--- config.mk ---
export PLATFORM = sky130hd
export DESIGN_NAME = buzzer_tune_sequencer
export DESIGN_NICKNAME = d
export VERILOG_FILES = /design/src/hdl/bts_pkg.sv /design/src/hdl/bts_cfg_regs.sv /design/src/hdl/bts_core.sv /design/src/hdl/buzzer_tune_sequencer.sv
export SDC_FILE = /design/constraint.sdc
export NUM_CORES = 1
export LEC_CHECK = 0
export BUFFER_PORTS_ARGS = -buffer_cell sky130_fd_sc_hd__buf_2
export CORE_MARGIN = 8
export CORE_UTILIZATION = 45
export CTS_CLUSTER_DIAMETER = 120
export DETAILED_ROUTE_END_ITERATION = 8
export SYNTH_ARGS = -nofsm -noshare
export SYNTH_HDL_FRONTEND = slang
export SYNTH_SLANG_ARGS = --single-unit
--- constraint.sdc ---
create_clock -name clk -period 3.9 [get_ports clk]
set_input_delay 0.195 -clock clk [delete_from_list [all_inputs] [get_ports clk]]
set_output_delay 0.195 -clock clk [all_outputs]
set_load 0.05 [all_outputs]
--- src/hdl/bts_pkg.sv ---
// ----------------------------------------------------------------------------
// bts_pkg
// Shared types, constants and tables for the buzzer tune sequencer.
// ----------------------------------------------------------------------------
package bts_pkg;

  // Configuration register file
  localparam int NUM_REGS  = 8;
  localparam int LEN_W     = 8;
  localparam int CFG_IDX_W = 3;

  // Register indexes
  localparam logic [CFG_IDX_W-1:0] REG_KEY_LEN   = 3'd0;
  localparam logic [CFG_IDX_W-1:0] REG_TWO_LEN_A = 3'd1;
  localparam logic [CFG_IDX_W-1:0] REG_TWO_LEN_B = 3'd2;
  localparam logic [CFG_IDX_W-1:0] REG_FIVE_LEN1 = 3'd3;
  localparam logic [CFG_IDX_W-1:0] REG_FIVE_LEN5 = 3'd7;

  typedef logic [NUM_REGS-1:0][LEN_W-1:0] len_arr_t;

  // Reset lengths, highest register first
  localparam len_arr_t LEN_RESET = {8'd3, 8'd2, 8'd2, 8'd2, 8'd2, 8'd3, 8'd3, 8'd2};

  // Pre-start length in 10 ms periods
  localparam int PRESTART_TENS_DEF = 5;

  // Field widths
  localparam int TONE_W = 12;
  localparam int TUNE_W = 2;

  // Word operations
  localparam logic OP_TICK = 1'b0;
  localparam logic OP_PLAY = 1'b1;

  // Tune selectors (tune three plays as the five-note tune)
  localparam logic [TUNE_W-1:0] TUNE_KEY  = 2'd0;
  localparam logic [TUNE_W-1:0] TUNE_TWO  = 2'd1;
  localparam logic [TUNE_W-1:0] TUNE_FIVE = 2'd2;

  // Time bases
  localparam logic [3:0] TEN_MS_FULL     = 4'd10;
  localparam logic [6:0] HUNDRED_MS_FULL = 7'd100;

  // Note steps
  localparam logic [2:0] STEP_FIRST = 3'd0;
  localparam logic [2:0] STEP_TWO_B = 3'd1;
  localparam logic [2:0] STEP_LAST5 = 3'd4;

  // Frequencies
  localparam logic [TONE_W-1:0] HZ_OFF  = 12'd0;
  localparam logic [TONE_W-1:0] HZ_1000 = 12'd1000;
  localparam logic [TONE_W-1:0] HZ_1250 = 12'd1250;
  localparam logic [TONE_W-1:0] HZ_1428 = 12'd1428;
  localparam logic [TONE_W-1:0] HZ_1538 = 12'd1538;
  localparam logic [TONE_W-1:0] HZ_2000 = 12'd2000;
  localparam logic [TONE_W-1:0] HZ_2500 = 12'd2500;

  // Sequencer state
  typedef struct packed {
    logic [TUNE_W-1:0] tune;
    logic              prestart_active;
    logic [7:0]        prestart_count;
    logic              notes_enabled;
    logic [7:0]        note_time;
    logic [2:0]        note_step;
    logic [3:0]        ten_ms;
    logic [6:0]        hundred_ms;
    logic              disable_pending;
    logic [TONE_W-1:0] freq;
    logic              pin;
  } state_t;

  // Result word fields
  typedef struct packed {
    logic              busy;
    logic              pin;
    logic [TONE_W-1:0] tone_hz;
  } result_t;

  // Five-note tune frequency table
  function automatic logic [TONE_W-1:0] five_freq(input logic [2:0] idx);
    logic [TONE_W-1:0] hz;
    case (idx)
      3'd0:    hz = HZ_1000;
      3'd1:    hz = HZ_1250;
      3'd2:    hz = HZ_1428;
      3'd3:    hz = HZ_2000;
      3'd4:    hz = HZ_2500;
      default: hz = HZ_OFF;
    endcase
    return hz;
  endfunction

endpackage

--- src/hdl/bts_cfg_regs.sv ---
// ----------------------------------------------------------------------------
// bts_cfg_regs
// Note length register file, written through the configuration channel.
// ----------------------------------------------------------------------------
module bts_cfg_regs
  import bts_pkg::*;
(
  input  logic                 clk,
  input  logic                 rst_n,
  input  logic                 cfg_valid,
  output logic                 cfg_ready,
  input  logic [CFG_IDX_W-1:0] cfg_index,
  input  logic [LEN_W-1:0]     cfg_data,
  output len_arr_t             len_o
);

  len_arr_t len_r;

  // Writes are always taken
  assign cfg_ready = 1'b1;

  always_ff @(posedge clk) begin
    if (!rst_n) begin
      len_r <= LEN_RESET;
    end else if (cfg_valid && cfg_ready) begin
      len_r[cfg_index] <= cfg_data;
    end
  end

  assign len_o = len_r;

endmodule

--- src/hdl/bts_core.sv ---
// ----------------------------------------------------------------------------
// bts_core
// Sequencer state and its next-state logic, advanced once per word.
// ----------------------------------------------------------------------------
module bts_core
  import bts_pkg::*;
#(
  parameter int PRESTART_TENS = PRESTART_TENS_DEF
)
(
  input  logic              clk,
  input  logic              rst_n,
  input  logic              step_en,
  input  logic              op,
  input  logic [TUNE_W-1:0] tune,
  input  len_arr_t          len_i,
  output result_t           res_o
);

  localparam logic [7:0] PRESTART_LIM = 8'(PRESTART_TENS);

  state_t     st_r;
  state_t     st_nxt;
  logic [7:0] len_sel;

  // Next state: time bases, request, pre-start, note phase, tone-off
  always_comb begin
    st_nxt  = st_r;
    len_sel = '0;

    if (op == OP_TICK) begin
      if (st_nxt.ten_ms < TEN_MS_FULL) st_nxt.ten_ms = st_nxt.ten_ms + 4'd1;
      if (st_nxt.hundred_ms < HUNDRED_MS_FULL) st_nxt.hundred_ms = st_nxt.hundred_ms + 7'd1;
    end else begin
      st_nxt.tune            = tune;
      st_nxt.prestart_active = 1'b1;
      st_nxt.prestart_count  = 8'd0;
      st_nxt.note_time       = 8'd0;
      st_nxt.note_step       = STEP_FIRST;
      st_nxt.notes_enabled   = 1'b0;
      st_nxt.freq            = HZ_OFF;
      st_nxt.pin             = 1'b1;
    end

    // Pre-start phase in 10 ms periods
    if (st_nxt.prestart_active && st_nxt.ten_ms >= TEN_MS_FULL) begin
      st_nxt.ten_ms         = 4'd0;
      st_nxt.prestart_count = st_nxt.prestart_count + 8'd1;
      if (st_nxt.prestart_count == PRESTART_LIM) begin
        st_nxt.prestart_count  = 8'd0;
        st_nxt.prestart_active = 1'b0;
        st_nxt.notes_enabled   = 1'b1;
        st_nxt.pin             = 1'b0;
        if (st_nxt.tune == TUNE_KEY) st_nxt.freq = HZ_1538;
      end
    end

    // Note phase in 100 ms periods
    if (st_nxt.notes_enabled && st_nxt.hundred_ms >= HUNDRED_MS_FULL) begin
      st_nxt.hundred_ms = 7'd0;
      st_nxt.note_time  = st_nxt.note_time + 8'd1;
      case (st_nxt.tune)
        TUNE_KEY: begin
          if (st_nxt.note_time >= len_i[REG_KEY_LEN]) begin
            st_nxt.note_time     = 8'd0;
            st_nxt.notes_enabled = 1'b0;
          end else if (st_nxt.note_time == 8'd1) begin
            st_nxt.freq = HZ_1538;
          end
        end
        TUNE_TWO: begin
          if (st_nxt.note_step == STEP_FIRST) begin
            if (st_nxt.note_time >= len_i[REG_TWO_LEN_A]) begin
              st_nxt.note_time       = 8'd0;
              st_nxt.note_step       = st_nxt.note_step + 3'd1;
              st_nxt.freq            = HZ_1000;
              st_nxt.prestart_active = 1'b1;
              st_nxt.pin             = 1'b1;
            end else if (st_nxt.note_time == 8'd1) begin
              st_nxt.freq = HZ_1538;
            end
          end else if (st_nxt.note_step == STEP_TWO_B) begin
            if (st_nxt.note_time >= len_i[REG_TWO_LEN_B]) begin
              st_nxt.note_time     = 8'd0;
              st_nxt.notes_enabled = 1'b0;
            end
          end
        end
        default: begin
          // five-note tune, tune three included; step may just have been cleared
          len_sel = len_i[3'(st_nxt.note_step + REG_FIVE_LEN1)];
          if (st_nxt.note_step < STEP_LAST5) begin
            if (st_nxt.note_time == len_sel) begin
              st_nxt.freq            = five_freq(st_nxt.note_step + 3'd1);
              st_nxt.note_time       = 8'd0;
              st_nxt.note_step       = st_nxt.note_step + 3'd1;
              st_nxt.prestart_active = 1'b1;
              st_nxt.pin             = 1'b1;
            end else if (st_nxt.note_step == STEP_FIRST && st_nxt.note_time == 8'd1) begin
              st_nxt.freq = HZ_1000;
            end
          end else if (st_nxt.note_step == STEP_LAST5) begin
            if (st_nxt.note_time == len_i[REG_FIVE_LEN5]) begin
              st_nxt.note_time     = 8'd0;
              st_nxt.notes_enabled = 1'b0;
            end
          end
        end
      endcase
    end

    // Tone goes off when timing stops, if timing also ran in the word before
    if (!st_nxt.notes_enabled) begin
      if (st_nxt.disable_pending) st_nxt.freq = HZ_OFF;
      st_nxt.disable_pending = 1'b0;
    end else begin
      st_nxt.disable_pending = 1'b1;
    end
  end

  always_ff @(posedge clk) begin
    if (!rst_n) begin
      st_r <= '0;
    end else if (step_en) begin
      st_r <= st_nxt;
    end
  end

  // Result follows the updated state
  assign res_o.tone_hz = st_nxt.freq;
  assign res_o.pin     = st_nxt.pin;
  assign res_o.busy    = st_nxt.notes_enabled;

endmodule

--- src/hdl/buzzer_tune_sequencer.sv ---
// ----------------------------------------------------------------------------
// buzzer_tune_sequencer
// Plays key beep, two-note and five-note buzzer tunes off 1 ms tick words.
// ----------------------------------------------------------------------------
//  channel | direction | handshake           | payload
//  in_     | sink      | in_tvalid/tready    | tuser: operation; tdata: tune
//  out_    | source    | out_tvalid/tready   | tdata: tone_hz, pin, busy
//  cfg_    | sink      | cfg_valid/cfg_ready | cfg_index, cfg_data (length)
//
//  One word a cycle is taken; it passes the input register and then the result
//  register before its result word is offered. Rate is set by the sequencer
//  state update, one word per clock while the result side does not stall.
//  While a result waits, the input register takes one more word, then the
//  input side stalls until the result word drains.
//  Synchronous active-low reset clears state and loads the default lengths.
// ----------------------------------------------------------------------------
module buzzer_tune_sequencer
  import bts_pkg::*;
#(
  parameter int PRESTART_TENS = PRESTART_TENS_DEF
)
(
  input  logic                 clk,
  input  logic                 rst_n,
  input  logic                 in_tvalid,
  output logic                 in_tready,
  input  logic [7:0]           in_tdata,   // [1:0] tune
  input  logic [0:0]           in_tuser,   // [0] operation
  output logic                 out_tvalid,
  input  logic                 out_tready,
  output logic [15:0]          out_tdata,  // [11:0] tone_hz, [12] prestart_pin, [13] busy_res
  input  logic                 cfg_valid,
  output logic                 cfg_ready,
  input  logic [CFG_IDX_W-1:0] cfg_index,
  input  logic [LEN_W-1:0]     cfg_data
);

  logic              s1_valid_r;
  logic              s1_op_r;
  logic [TUNE_W-1:0] s1_tune_r;
  logic              s1_adv;
  logic              out_valid_r;
  result_t           out_res_r;
  result_t           core_res;
  len_arr_t          len;

  bts_cfg_regs u_cfg (
    .clk       (clk),
    .rst_n     (rst_n),
    .cfg_valid (cfg_valid),
    .cfg_ready (cfg_ready),
    .cfg_index (cfg_index),
    .cfg_data  (cfg_data),
    .len_o     (len)
  );

  // Input stage moves on when the result register is free or draining
  assign s1_adv    = s1_valid_r && (!out_valid_r || out_tready);
  assign in_tready = !s1_valid_r || s1_adv;

  always_ff @(posedge clk) begin
    if (!rst_n) begin
      s1_valid_r <= 1'b0;
    end else if (in_tready) begin
      s1_valid_r <= in_tvalid;
    end
  end

  always_ff @(posedge clk) begin
    if (in_tvalid && in_tready) begin
      s1_op_r   <= in_tuser[0];
      s1_tune_r <= in_tdata[TUNE_W-1:0];
    end
  end

  bts_core #(
    .PRESTART_TENS (PRESTART_TENS)
  ) u_core (
    .clk     (clk),
    .rst_n   (rst_n),
    .step_en (s1_adv),
    .op      (s1_op_r),
    .tune    (s1_tune_r),
    .len_i   (len),
    .res_o   (core_res)
  );

  // Result register
  always_ff @(posedge clk) begin
    if (!rst_n) begin
      out_valid_r <= 1'b0;
    end else if (s1_adv) begin
      out_valid_r <= 1'b1;
    end else if (out_tready) begin
      out_valid_r <= 1'b0;
    end
  end

  always_ff @(posedge clk) begin
    if (s1_adv) out_res_r <= core_res;
  end

  assign out_tvalid = out_valid_r;
  assign out_tdata  = {2'b00, out_res_r};

endmodule

==> results of run 1 <==
-- placed cells by master, fill, tap and decap left out, types with 8 or more instances in the layout --
cell / n
edfxtp_1: 17
a211oi_1: 9
o21ai_0: 38
mux2i_1: 23
nor2_1: 58
clkbuf_16: 22
dfxtp_1: 113
nand2b_1: 8
mux4_2: 12
nor2b_1: 17
buf_2: 34
nand2_1: 194
xnor2_1: 12
nand3_1: 40
ha_1: 34
inv_1: 38
a21oi_1: 87
buf_4: 50
nand4_1: 9
nor3_1: 12
a31oi_1: 11
-- state kept, by name, indices dropped and copies added (netlist names) --
register / cells
out_tvalid: 1
u_cfg.len_o: 64
u_core.st_r: 47
s1_valid_r: 1
out_tdata: 14
s1_op_r: 1
s1_tune_r: 2
-- power by group --
group / switching (mW) / internal, mW / total (mW)
registers: 0.0213 / 1.39 / 1.41
logic: 0.219 / 0.107 / 0.325
clock network: 0.627 / 1.13 / 1.76
-- layout make-up --
type / instances / area, um2
timing repair buffer: 94 / 693
inverter: 41 / 154
tap: 225 / 282
clock inverter: 8 / 108
sequential: 130 / 2770
clock buffer: 24 / 557
multi-input combinational: 722 / 4740
fill: 1609 / 7750
-- worst min-delay path, stage by stage --
cell and delay, ps:
buf_2 80, nor2b_1 60, nor2_1 90, nor2_1 40
-- kinds of logic (layout without fill, tap and decap cells) --
kind of cell / Yosys count / after routing
AOI/OAI and AO/OA: 233 / 234
DFF: 130 / 130
adders and majority gates: 36 / 36
xor gates and xnor gates: 20 / 20
and+or+nand+nor: 387 / 387
buffers and inverters: 96 / 167
muxes: 42 / 42
other: 2 / 3
-- Yosys cell counts, types with 4 or more instances --
cell | number | area [um2]
a211oi_1 | 11 | 82.6
a21o_1 | 5 | 37.5
a21oi_1 | 88 | 440
a22o_1 | 4 | 35.0
a22oi_1 | 6 | 45.0
a31oi_1 | 12 | 75.1
a41oi_1 | 4 | 35.0
and2_1 | 7 | 43.8
and3_1 | 8 | 50.1
buf_1 | 12 | 45.0
buf_2 | 11 | 55.1
clkbuf_1 | 27 | 101
dfxtp_1 | 113 | 2260
edfxtp_1 | 17 | 510
ha_1 | 36 | 450
inv_1 | 40 | 150
mux2_2 | 5 | 56.3
mux2i_1 | 25 | 250
mux4_2 | 12 | 270
nand2_1 | 195 | 732
nand2b_1 | 10 | 62.6
nand3_1 | 41 | 205
nand4_1 | 9 | 56.3
nor2_1 | 58 | 218
nor2b_1 | 18 | 113
nor3_1 | 12 | 60.1
o2111ai_1 | 4 | 35.0
o211ai_1 | 5 | 37.5
o21a_1 | 6 | 45.0
o21ai_0 | 42 | 210
o31ai_1 | 7 | 52.6
or3_1 | 4 | 25.0
or4_1 | 4 | 30.0
xnor2_1 | 15 | 131
xor2_1 | 4 | 35.0
-- stage by stage --
stage	instance area [um2]	setup TNS (ps)	hold slack, ps
finish	9310	-65.3	69.8
global route	9310	-558	91.1
CTS	8950	0	64.3
detailed placement	8250	0	381
global placement	8250	0	378
floorplan	7740	0	294
-- worst max-delay path by stage --
stage | startpoint | end | slack, ps | cells past startpoint
final | s1_op_r | out_tdata[10] | -60 | 14
after global routing | s1_op_r | out_tdata[10] | -150 | 13
after CTS | s1_op_r | u_core.st_r[8] | 8 | 15
after detailed placement | s1_op_r | u_core.st_r[8] | 30 | 15
after global placement | s1_op_r | u_core.st_r[8] | 80 | 16
after floorplan | s1_op_r | u_core.st_r[6] | 0.4 | 19
-- timing repair --
action                                  4_1_cts  5_1_grt
gates resized for setup                       0       40
endpoints found under the setup margin        0       31
endpoints found under the hold margin         4        0
hold buffers                                  4        0
setup buffers                                 0       18
-- layer usage --
metal	up-vias	track usage, %
li1	3484	-
met2	206	34.3
met4	0	7.50
met5	-	0
met3	36	3.35
met1	3332	24.6
==> flow_summary.json, run 1 <==
{
  "cts_tree": "yes",
  "critPathArrivalTime_ps": 4250,
  "worst_path_dominant_cell_family": "simple AND/OR/NAND/NOR gates",
  "met3WireLength_um": 936,
  "dp_cells": 1188,
  "layout-drive-gt1-share_pct": 18.4,
  "cp_slowest_cell": "a2111oi_1",
  "wl_per_cell_um": 17.6,
  "cts_buffers": 17,
  "ir_drop_v": 0.000314,
  "clkSinkCount": 130,
  "antenna_found_initial": 0,
  "via_count": 7058,
  "reg2reg_slack_ps": -60,
  "top_layer_used": "met4",
  "grt_use_total_pct": 20.0,
  "pre_cts_ws_ps": 26.8,
  "timing_worst_setup_path_type": "reg2reg",
  "drv_slew": 0,
  "drcViolationCount": 0,
  "rows": 48,
  "hold-path-cell-count": 4,
  "cp_common_cell": "buf_4",
  "top_level_ports": 44,
  "cp.buffers_inverters": 4,
  "antenna_cells": 0,
  "yosysSeqAreaShare_pct": 35.9,
  "die_area_mm2": 0.0216,
  "ys_seq_elements": 130,
  "wl_um": 21900,
  "dp.final_hpwl_um": 14900,
  "tightestPinTransition_ps": 904,
  "synth_edf_count": 17,
  "synthArstFlopShare_pct": 0,
  "fin_cells": 1244,
  "root_buffer": "clkbuf_16",
  "ys_warn_count": 0,
  "critical_path.startpoint_type": "register",
  "htreeDepth": 4,
  "finalHoldViolations": 0,
  "ant_nets": 0,
  "leakage_nw": 3.44,
  "drt_iter0_drc": 599,
  "synth-compound-area-share_pct": 19.7,
  "die_y_um": 147,
  "max_stage_delay_ps": 620,
  "setup_viol": 2,
  "firstDrtPassIters": 5,
  "dr_wl_met2_um": 10800,
  "syn_area_per_cell_um2": 8.15,
  "cap_viol_max_count": 0,
  "cp.required_ps": 4180,
  "failed_checks": "setup timing",
  "outcome": "finished, violations left",
  "synth_top_family_by_area": "simple AND/OR/NAND/NOR gates",
  "fin_skew_ps": 9.16,
  "utilization_pct": 54.6,
  "hold_end": "out_tvalid",
  "gp_congestion": 0.891,
  "synthMuxAreaShare_pct": 7.48,
  "r2r_cells": 14,
  "synth_xor_area_share_pct": 2.51,
  "grt_max_degree": 54,
  "core-area_mm2": 0.0171,
  "synthToLayoutAreaGrowth_pct": 20.6,
  "initial_utilization_pct": 45.2,
  "die_w_um": 147,
  "synth_cell_type_count": 85,
  "max_slew_margin_pct": 39.3,
  "worstHoldStart": "out_tready",
  "synthCells": 946,
  "final.setup.worst_slack_ps": -62.9,
  "end_kind": "register",
  "dominantRegCellSynth": "dfxtp_1",
  "hp-class": "in2reg",
  "crit_fanout": 11,
  "vias_per_cell": 5.67,
  "cts.reportedPaths.clkPinSlew_ps": 60,
  "r2r-end": "out_tdata[10]",
  "synth_fa_ha_area_share_pct": 5.84,
  "cp_cell_sequence": "buf_4, inv_2, nand2_4, ha_4, buf_12, buf_4, mux2i_1, mux4_2, xnor2_1, nor4_4, nand3_2, a2111oi_1, a211oi_1, nor2_1",
  "power_mw": 3.49,
  "gr-total-overflow": 0,
  "fmax_mhz": 252,
  "synth_area_mm2": 0.00771,
  "post-route-min-period_ps": 3960,
  "clk_latency_ps": 430,
  "timing.rr.start": "s1_op_r",
  "clock_path_buffers": 2,
  "post-route-period-util_pct": 102,
  "numPortBuffers": 34,
  "grt_pass1_vias": 6648,
  "fin_nets": 1067,
  "synthSimpleGateAreaFrac_pct": 23.3,
  "p_per_area_mw_per_mm2": 375,
  "grt_pass1_wl_um": 34800,
  "wl_met1_um": 9700
}
(Power assumes the default switching activity.)
==> run 2: changes to the inputs <==
- CTS_CLUSTER_DIAMETER: 120 -> 150
- CTS_CLUSTER_SIZE: default -> 30
- PLACE_DENSITY_LB_ADDON: default -> 0.15
==> run 2 against run 1 <==
The run now ends clean. Clock power fell by 5%. Fmax up 4.5%. Sequential share of layout area is 0.34 points higher. Clock skew down 0.51 ps. Critical path depth did not move. Global-route usage fell by 0.16 points. Clock-buffer cell count down 1. Register-to-register slack gained 170 ps. Sequential power hardly changed. Critical path type unchanged. Critical endpoint is now out_tdata[11]. Largest cell class unchanged.
==> flow_summary.json, run 2 (synthesized netlist as in run 1, its figures left out) <==
{
  "outcome": "complete, no violations",
  "top_level_ports": 44,
  "grt_use_total_pct": 19.8,
  "grt_pass1_wl_um": 34400,
  "synthToLayoutAreaGrowth_pct": 19.3,
  "antenna_cells": 0,
  "cp.buffers_inverters": 4,
  "grt_pass1_vias": 6517,
  "cp_slowest_cell": "a2111oi_4",
  "grt_max_degree": 83,
  "leakage_nw": 3.38,
  "fin_cells": 1244,
  "firstDrtPassIters": 5,
  "root_buffer": "clkbuf_16",
  "end_kind": "register",
  "setup_viol": 0,
  "numPortBuffers": 34,
  "antenna_found_initial": 0,
  "dp.final_hpwl_um": 15100,
  "finalHoldViolations": 0,
  "die_area_mm2": 0.0216,
  "clkSinkCount": 130,
  "via_count": 7008,
  "critical_path.startpoint_type": "register",
  "cp_num_cells": 14,
  "max_slew_margin_pct": 36.9,
  "pre_cts_ws_ps": -39.3,
  "fin_nets": 1068,
  "timing_worst_setup_path_type": "reg2reg",
  "ir_drop_v": 0.000308,
  "mostFrequentLayoutCells": "nand2_1, dfxtp_1, a21oi_1",
  "wl_per_cell_um": 17.3,
  "largest_register_ff_count": 64,
  "hp-class": "in2reg",
  "vias_per_cell": 5.63,
  "wl_um": 21500,
  "cts_buffers": 17,
  "rows": 48,
  "crit_fanout": 7,
  "final_common_cell": "nand2_1",
  "gr-total-overflow": 0,
  "post-route-min-period_ps": 3790,
  "tightestPinTransition_ps": 939,
  "max_stage_delay_ps": 500,
  "htreeDepth": 4,
  "nFillCells": 1627,
  "drcViolationCount": 0,
  "cts.reportedPaths.clkPinSlew_ps": 60,
  "critPathArrivalTime_ps": 4010,
  "die_y_um": 147,
  "power_mw": 3.41,
  "clock_path_buffers": 2,
  "cp.required_ps": 4110,
  "final.setup.worst_slack_ps": 108,
  "layout-drive-gt1-share_pct": 17.9,
  "clk_latency_ps": 430,
  "cp_cell_sequence": "buf_4, inv_1, buf_4, nand2_1, inv_1, ha_1, or4b_1, o311ai_1, o311a_1, o211ai_4, a2111oi_4, and3_4, nand3_1, a221oi_1",
  "dp_cells": 1194,
  "die_w_um": 147,
  "ant_nets": 0,
  "stdcell_area_mm2": 0.00920,
  "cts_tree": "yes",
  "r2r_cells": 14,
  "gp_congestion": 0.862,
  "drt_iter0_drc": 520,
  "post-route-period-util_pct": 97.2,
  "hold-path-cell-count": 3,
  "fin_skew_ps": 8.65,
  "core-area_mm2": 0.0171,
  "worst_path_dominant_cell_family": "compound AO/OA/AOI/OAI gates",
  "p_per_area_mw_per_mm2": 371,
  "initial_utilization_pct": 45.2,
  "fmax_mhz": 264,
  "placed_area_mm2": 0.00828,
  "drv_slew": 0,
  "cap_viol_max_count": 0
}
-- run 2: changes by cell type in the layout (fill, tap and decap cells not counted), moves of 2 or more --
cell       before  now
a21oi_2         0    2
buf_4          50   55
buf_6           2    0
clkbuf_16      22   18
clkinv_4        3    1
mux2i_2         2    0
mux2i_4         0    2
nand2_2         0    2
-- run 2: path summary, 6_finish.rpt --
check | start | endpoint | slack, ps
worst min register to register | u_core.st_r[1] | u_core.st_r[1] | 420
worst min-delay path | cfg_data[2] | u_cfg.len_o[10] | 90
worst max register to register | s1_op_r | out_tdata[11] | 110
worst max-delay path | s1_op_r | out_tdata[11] | 110
-- run 2: repair_timing --
action,4_1_cts,5_1_grt
pin swaps,1,12
endpoints found under the setup margin,2,30
setup buffers,1,13
endpoints found under the hold margin,4,0
gates cloned,0,1
hold buffers,4,0
gates resized for setup,2,29
-- run 2: layout make-up --
type | count | area (um2) | share of cell area (%)
repair buffers | 95 | 663 | 7.21
inverters | 41 | 154 | 1.67
flip-flops and latches | 130 | 2770 | 30.1
multi-input cells | 722 | 4710 | 51.1
clock inverters | 8 | 124 | 1.35
clock buffers | 23 | 499 | 5.43
well taps | 225 | 282 | 3.06
-- run 2: worst min-delay path, stage by stage --
cell,delay (ps)
buf_2,150
nand2_1,70
a21oi_1,50
-- run 2: stage by stage --
stage | TNS, ps | util (%) | hold WS (ps)
after CTS | -23.4 | 52.5 | 72.8
after global placement | 0 | 48.6 | 373
after floorplan | 0 | - | 294
after detailed placement | -39.3 | 48.6 | 373
after global routing | -157 | 53.9 | 92.9
final | 0 | 53.9 | 86.6
-- run 2: layer usage --
metal,vias up,GRT usage (%),share of wire (%)
met4,0,6.88,2.1
met1,3309,24.7,45
li1,3488,-,-
met3,33,3.45,4.1
met5,-,0,0
met2,178,33.8,49
-- run 2: where the power goes --
| group | leakage [nW] | total, mW | switching [mW] | internal [mW] |
|---|---|---|---|---|
| sequential | 1.07 | 1.41 | 0.0215 | 1.39 |
| combinational | 2.01 | 0.319 | 0.215 | 0.105 |
| clock | 0.300 | 1.68 | 0.593 | 1.09 |
